<file path="src/hw/rtl/fbpa_pkg.sv">
// Shared types, constants and codes for the fixed block pool allocator.
// Depends on nothing; every other RTL file of the block but fbpa_ram uses it.
`default_nettype none

package fbpa_pkg;

  // Free stack geometry
  localparam int FREE_DEPTH = 1024;
  localparam int FREE_AW    = $clog2(FREE_DEPTH);
  localparam int FCNT_W     = $clog2(FREE_DEPTH + 1);

  // Page limit of the hardware, capped by the 8-bit page number
  localparam int PAGE_LIMIT = 256;
  localparam int PAGE_CAP   = (PAGE_LIMIT < 256) ? PAGE_LIMIT : 256;

  // Field widths
  localparam int PAGE_W  = 8;
  localparam int OFF_W   = 28;
  localparam int SIZE_W  = 16;
  localparam int CHUNK_W = 13;
  localparam int MAXPG_W = 9;

  // Clamp bounds of the configuration
  localparam int SIZE_MIN  = 8;
  localparam int CHUNK_MAX = 4096;

  // Reset values of the configuration registers
  localparam int SIZE_RST  = 8;
  localparam int CHUNK_RST = 512;
  localparam int MAXPG_RST = 256;

  // Configuration port
  localparam int CFG_IDX_W  = 2;
  localparam int CFG_DATA_W = 16;
  localparam logic [CFG_IDX_W-1:0] CFG_BLK_SIZE        = 2'd0;
  localparam logic [CFG_IDX_W-1:0] CFG_CHUNKS_PER_PAGE = 2'd1;
  localparam logic [CFG_IDX_W-1:0] CFG_MAX_PAGES       = 2'd2;

  typedef enum logic [0:0] {
    CMD_ALLOC = 1'b0,
    CMD_FREE  = 1'b1
  } cmd_t;

  typedef enum logic [1:0] {
    ST_ALLOCATED     = 2'd0,
    ST_OUT_OF_MEMORY = 2'd1,
    ST_FREED         = 2'd2,
    ST_OVERFLOW      = 2'd3
  } status_t;

  typedef struct packed {
    cmd_t              cmd;
    logic [PAGE_W-1:0] free_page;
    logic [OFF_W-1:0]  free_offset;
  } in_t;

  typedef struct packed {
    status_t           status;
    logic [PAGE_W-1:0] block_page;
    logic [OFF_W-1:0]  block_offset;
    logic              from_free_list;
  } out_t;

  // One free stack entry
  typedef struct packed {
    logic [PAGE_W-1:0] page;
    logic [OFF_W-1:0]  offset;
  } handle_t;

  // Controller to datapath
  typedef struct packed {
    logic latch;     // capture the accepted item
    logic do_free;   // push the handle or flag overflow
    logic do_pop;    // pop: decrement count and read the stack top
    logic do_carve;  // carve a slot or open a page
    logic load_pop;  // load the popped handle into the result
  } ctrl_cmd_t;

  // Datapath to controller
  typedef struct packed {
    logic is_free;
    logic stack_empty;
  } dp_sts_t;

endpackage

`default_nettype wire

</file>
<file path="src/hw/rtl/fbpa_ctrl.sv">
// Controller: sequences accept, execute, stack read and result hand-off.
// Depends on fbpa_pkg.
`default_nettype none

module fbpa_ctrl (
  input  wire logic                clk,
  input  wire logic                rst,
  input  wire logic                in_valid,
  output      logic                in_ready,
  output      logic                out_valid,
  input  wire logic                out_ready,
  input  wire fbpa_pkg::dp_sts_t   sts,
  output      fbpa_pkg::ctrl_cmd_t cmd
);

  typedef enum logic [1:0] {
    S_IDLE,
    S_EXEC,
    S_RDOUT
  } state_t;

  state_t state;
  logic   out_free;

  // Result slot can take a new item this cycle
  assign out_free = !out_valid || out_ready;
  assign in_ready = (state == S_IDLE);

  // Commands to the datapath
  always_comb begin
    cmd          = '0;
    cmd.latch    = in_valid && (state == S_IDLE);
    cmd.load_pop = (state == S_RDOUT);
    if (state == S_EXEC && out_free) begin
      if (sts.is_free) begin
        cmd.do_free = 1'b1;
      end else if (!sts.stack_empty) begin
        cmd.do_pop = 1'b1;
      end else begin
        cmd.do_carve = 1'b1;
      end
    end
  end

  // State and result valid
  always_ff @(posedge clk) begin
    if (rst) begin
      state     <= S_IDLE;
      out_valid <= 1'b0;
    end else begin
      if (out_valid && out_ready) begin
        out_valid <= 1'b0;
      end
      case (state)
        S_IDLE: begin
          if (in_valid) begin
            state <= S_EXEC;
          end
        end
        S_EXEC: begin
          if (cmd.do_pop) begin
            state <= S_RDOUT;
          end else if (cmd.do_free || cmd.do_carve) begin
            state     <= S_IDLE;
            out_valid <= 1'b1;
          end
        end
        S_RDOUT: begin
          state     <= S_IDLE;
          out_valid <= 1'b1;
        end
        default: state <= S_IDLE;
      endcase
    end
  end

endmodule

`default_nettype wire

</file>
<file path="config.mk">
export PLATFORM = sky130hd
export DESIGN_NAME = fbpa_ctrl
export DESIGN_NICKNAME = d
export VERILOG_FILES = /design/src/hw/rtl/fbpa_pkg.sv /design/src/hw/rtl/fbpa_ctrl.sv
export SDC_FILE = /design/constraint.sdc
export NUM_CORES = 1
export LEC_CHECK = 0
export BUFFER_PORTS_ARGS = -buffer_cell sky130_fd_sc_hd__clkbuf_2
export CORE_AREA = 2 2 39 41
export CTS_CLUSTER_SIZE = 8
export DETAILED_ROUTE_END_ITERATION = 10
export DIE_AREA = 0 0 41 43
export PLACE_DENSITY = 0.43
export SYNTH_ARGS = -nofsm -noshare
export SYNTH_HDL_FRONTEND = slang
export SYNTH_SLANG_ARGS = --single-unit
export TNS_END_PERCENT = 1
</file>
<file path="constraint.sdc">
create_clock -name clk -period 1.6 [get_ports clk]
set_input_delay 0.24 -clock clk [delete_from_list [all_inputs] [get_ports clk]]
set_output_delay 0.24 -clock clk [all_outputs]
set_load 0.01 [all_outputs]
</file>
==> reports/metrics.csv <==
stage,metric,value,unit
final_layout,Layout area overhead,51.4,%
die,width of the die,41,µm
setup_path,Startpoint Class,flip-flop,
sta,Slew Limit Fails,0,
pwr,P_leak,0.000159,µW
sta,Final Setup Violations,0,
detailed_routing,Routed met1 length,225,µm
detailed_routing,Iter 0 DRT Violations,0,
die,die area,1760,µm²
detailed_routing,remaining antenna violation count,0,
detailed_routing,wire per inst,9.31,µm
sta,Slew headroom,84.3,%
setup_path,WS Path Type,flip-flop to output port,
grt,GRT Total Usage,7.31,%
clocking,Clock Tree Root,clkbuf_4,
logic_synthesis,cell count after synthesis,27,
clocking,worst skew pair latency,0.23,ns
die,Core ar.,1380,µm²
detailed_routing,TritonRoute pass-1 iters,1,
clocking,Hold Buf Count CTS,0,
placed_design,Buffers on Ports,12,
clocking,H-tree Lvls,1,
die,I/O pins,13,
pwr,power density cells,798,nW/µm²
grt,first-pass GRT wire length,828,µm
setup_path,Worst Path Required,1.36,ns
worst_hold_path,HP Class,input pin to flip-flop,
sta,setup TNS,0,ns
status,status,"complete, no violations",
detailed_routing,via count,247,
setup_path,RR Startpoint,state[1]$_SDFFE_PP0P_,
grt,total global routing overflow,0,
sta,crit path time final,1.51,ns
setup_path,CP Launch Point,state[1]$_SDFFE_PP0P_,
setup_path,maximum fanout along the worst path,6,
worst_hold_path,Min-Delay Path Depth,2,
clocking,CTS buffer count,3,
detailed_routing,# DRC,0,
final_layout,Nets,53,
grt,initial antenna violation count,0,
die,Starting Density,16.7,%
logic_synthesis,syn nets,36,
final_layout,# diodes,0,
flow_run,MaxCap Viol Count,0,
detailed_routing,DR top layer,met3,
logic_synthesis,Synth top cells by count,"inv_1 (5), dfxtp_1 (3), ha_1 (3)",
placed_design,Routability Congestion,0.653,
sta,Max Clk Rate,0.663,GHz
logic_synthesis,warnings from Yosys,0,
grt,vias in the first global route,228,
die,Core Rows,14,
logic_synthesis,syn avg cell area,8.57,µm²
clocking,clock tree buffer depth,2,
final_layout,fill cell count,157,
sta,Worst Skew,0.00167,ns
worst_hold_path,hold path start,rst,
logic_synthesis,post-synth top area share,25.9,%
sta,Final period util,94.3,%
logic_synthesis,top-count cell post-synth,inv_1,
clocking,post-CTS setup buffers,0,
logic_synthesis,Netlist cell types,19,
placed_design,detailed placement HPWL,444,µm
detailed_routing,Vias per Instance,4.19,
pwr,Max VDD drop,0.000241,V
final_layout,layout cells sized above 1,41.9,%
logic_synthesis,Post-Syn Area,231,µm²
logic_synthesis,"Top FF cell, synth",dfxtp_1,
clocking,CTS Sinks,3,
sta,Worst Tran Pin Value,0.235,ns
setup_path,CP endpoint kind,output port,
logic_synthesis,post-synthesis sequential area ratio,25.9,%
logic_synthesis,Synth area leader,dfxtp_1,
clocking,Resized cells post-CTS,1,
detailed_routing,Routed met3 length,39,µm
clocking,clk slew on worst S/H paths,0.04,ns
setup_path,reg2reg path depth,5,
logic_synthesis,"top cells by area, synth","dfxtp_1 (26%), ha_1 (16%), inv_1 (8.1%), nand2b_4 (5.9%), a221oi_1 (3.8%)",
logic_synthesis,number of synthesized flops with an enable pin,0,
detailed_routing,Detailed Route WL,549,µm
logic_synthesis,Async SR Flop Fraction,0,%
sta,final-report hold violation count,0,
die,Die Span Y,43,µm
clocking,CTS tree,yes,
setup_path,WP data arrival,1.27,ns
pwr,Design Power,280,µW
logic_synthesis,synthesized flop and latch total,3,
grt,largest net degree at the start of global routing,7,
detailed_routing,WL met2,284,µm
cells by family after synthesis:
group / Yosys count / synth area share [%]
AOI/OAI and AO/OA: 6 / 19.5
buffers and inverters: 5 / 8.11
adders and majority gates: 3 / 16.2
DFF: 3 / 25.9
and+or+nand+nor: 10 / 30.3
metrics by stage:
step	instances	setup WS [ns]	util, %	hold slack [ns]	cell area, µm²
after floorplan	27	0.352	-	0.309	231
after global placement	55	0.252	22.5	0.453	312
after detailed placement	55	0.260	22.5	0.437	312
after CTS	59	0.0387	24.6	0.194	340
after global routing	59	-0.00373	25.3	0.196	350
final	59	0.0919	25.3	0.200	350
worst max-delay path, cell delays in order, from the launching register on:
cell and delay (ns):
dfxtp_1 0.32, inv_1 0.12, ha_4 0.18, nand2_1 0.07
nor3b_1 0.19, clkbuf_2 0.16
flip-flops by register name (all words and copies together), names as in the netlist:
register	cells
state	2
out_valid	1
layout make-up:
class,instances,area [µm²],share of cell area [%]
multi-input combinational,19,165,47.1
tap,16,20.0,5.71
clock buffer,4,26.3,7.50
sequential,3,60.1,17.1
inverter,5,18.8,5.36
timing repair buffer,12,60.1,17.1
power by group:
group / switching (µW) / internal [µW] / total (µW)
logic: 32.0 / 29.6 / 61.7
registers: 6.34 / 80.0 / 86.3
clock network: 38.2 / 93.4 / 132
layer usage:
metal	vias to the layer above	GRT usage, %
met2	8	10.3
met4	0	2.00
met3	0	6.28
met5	-	0
li1	128	-
met1	111	7.96
cells in the final DEF (no fill, tap or decap), types with 2 or more instances in the layout:
master,n
clkbuf_4,3
clkbuf_2,12
dfxtp_1,3
inv_1,5
ha_1,2
final timing paths:
kind	end	slack, ns
worst max-delay path	cmd[1]	0.09
worst min-delay path	state[1]$_SDFFE_PP0P_	0.20
worst max register to register	state[1]$_SDFFE_PP0P_	0.29
worst min register to register	state[1]$_SDFFE_PP0P_	0.53
Note: power is estimated with default switching activity, not from simulation.
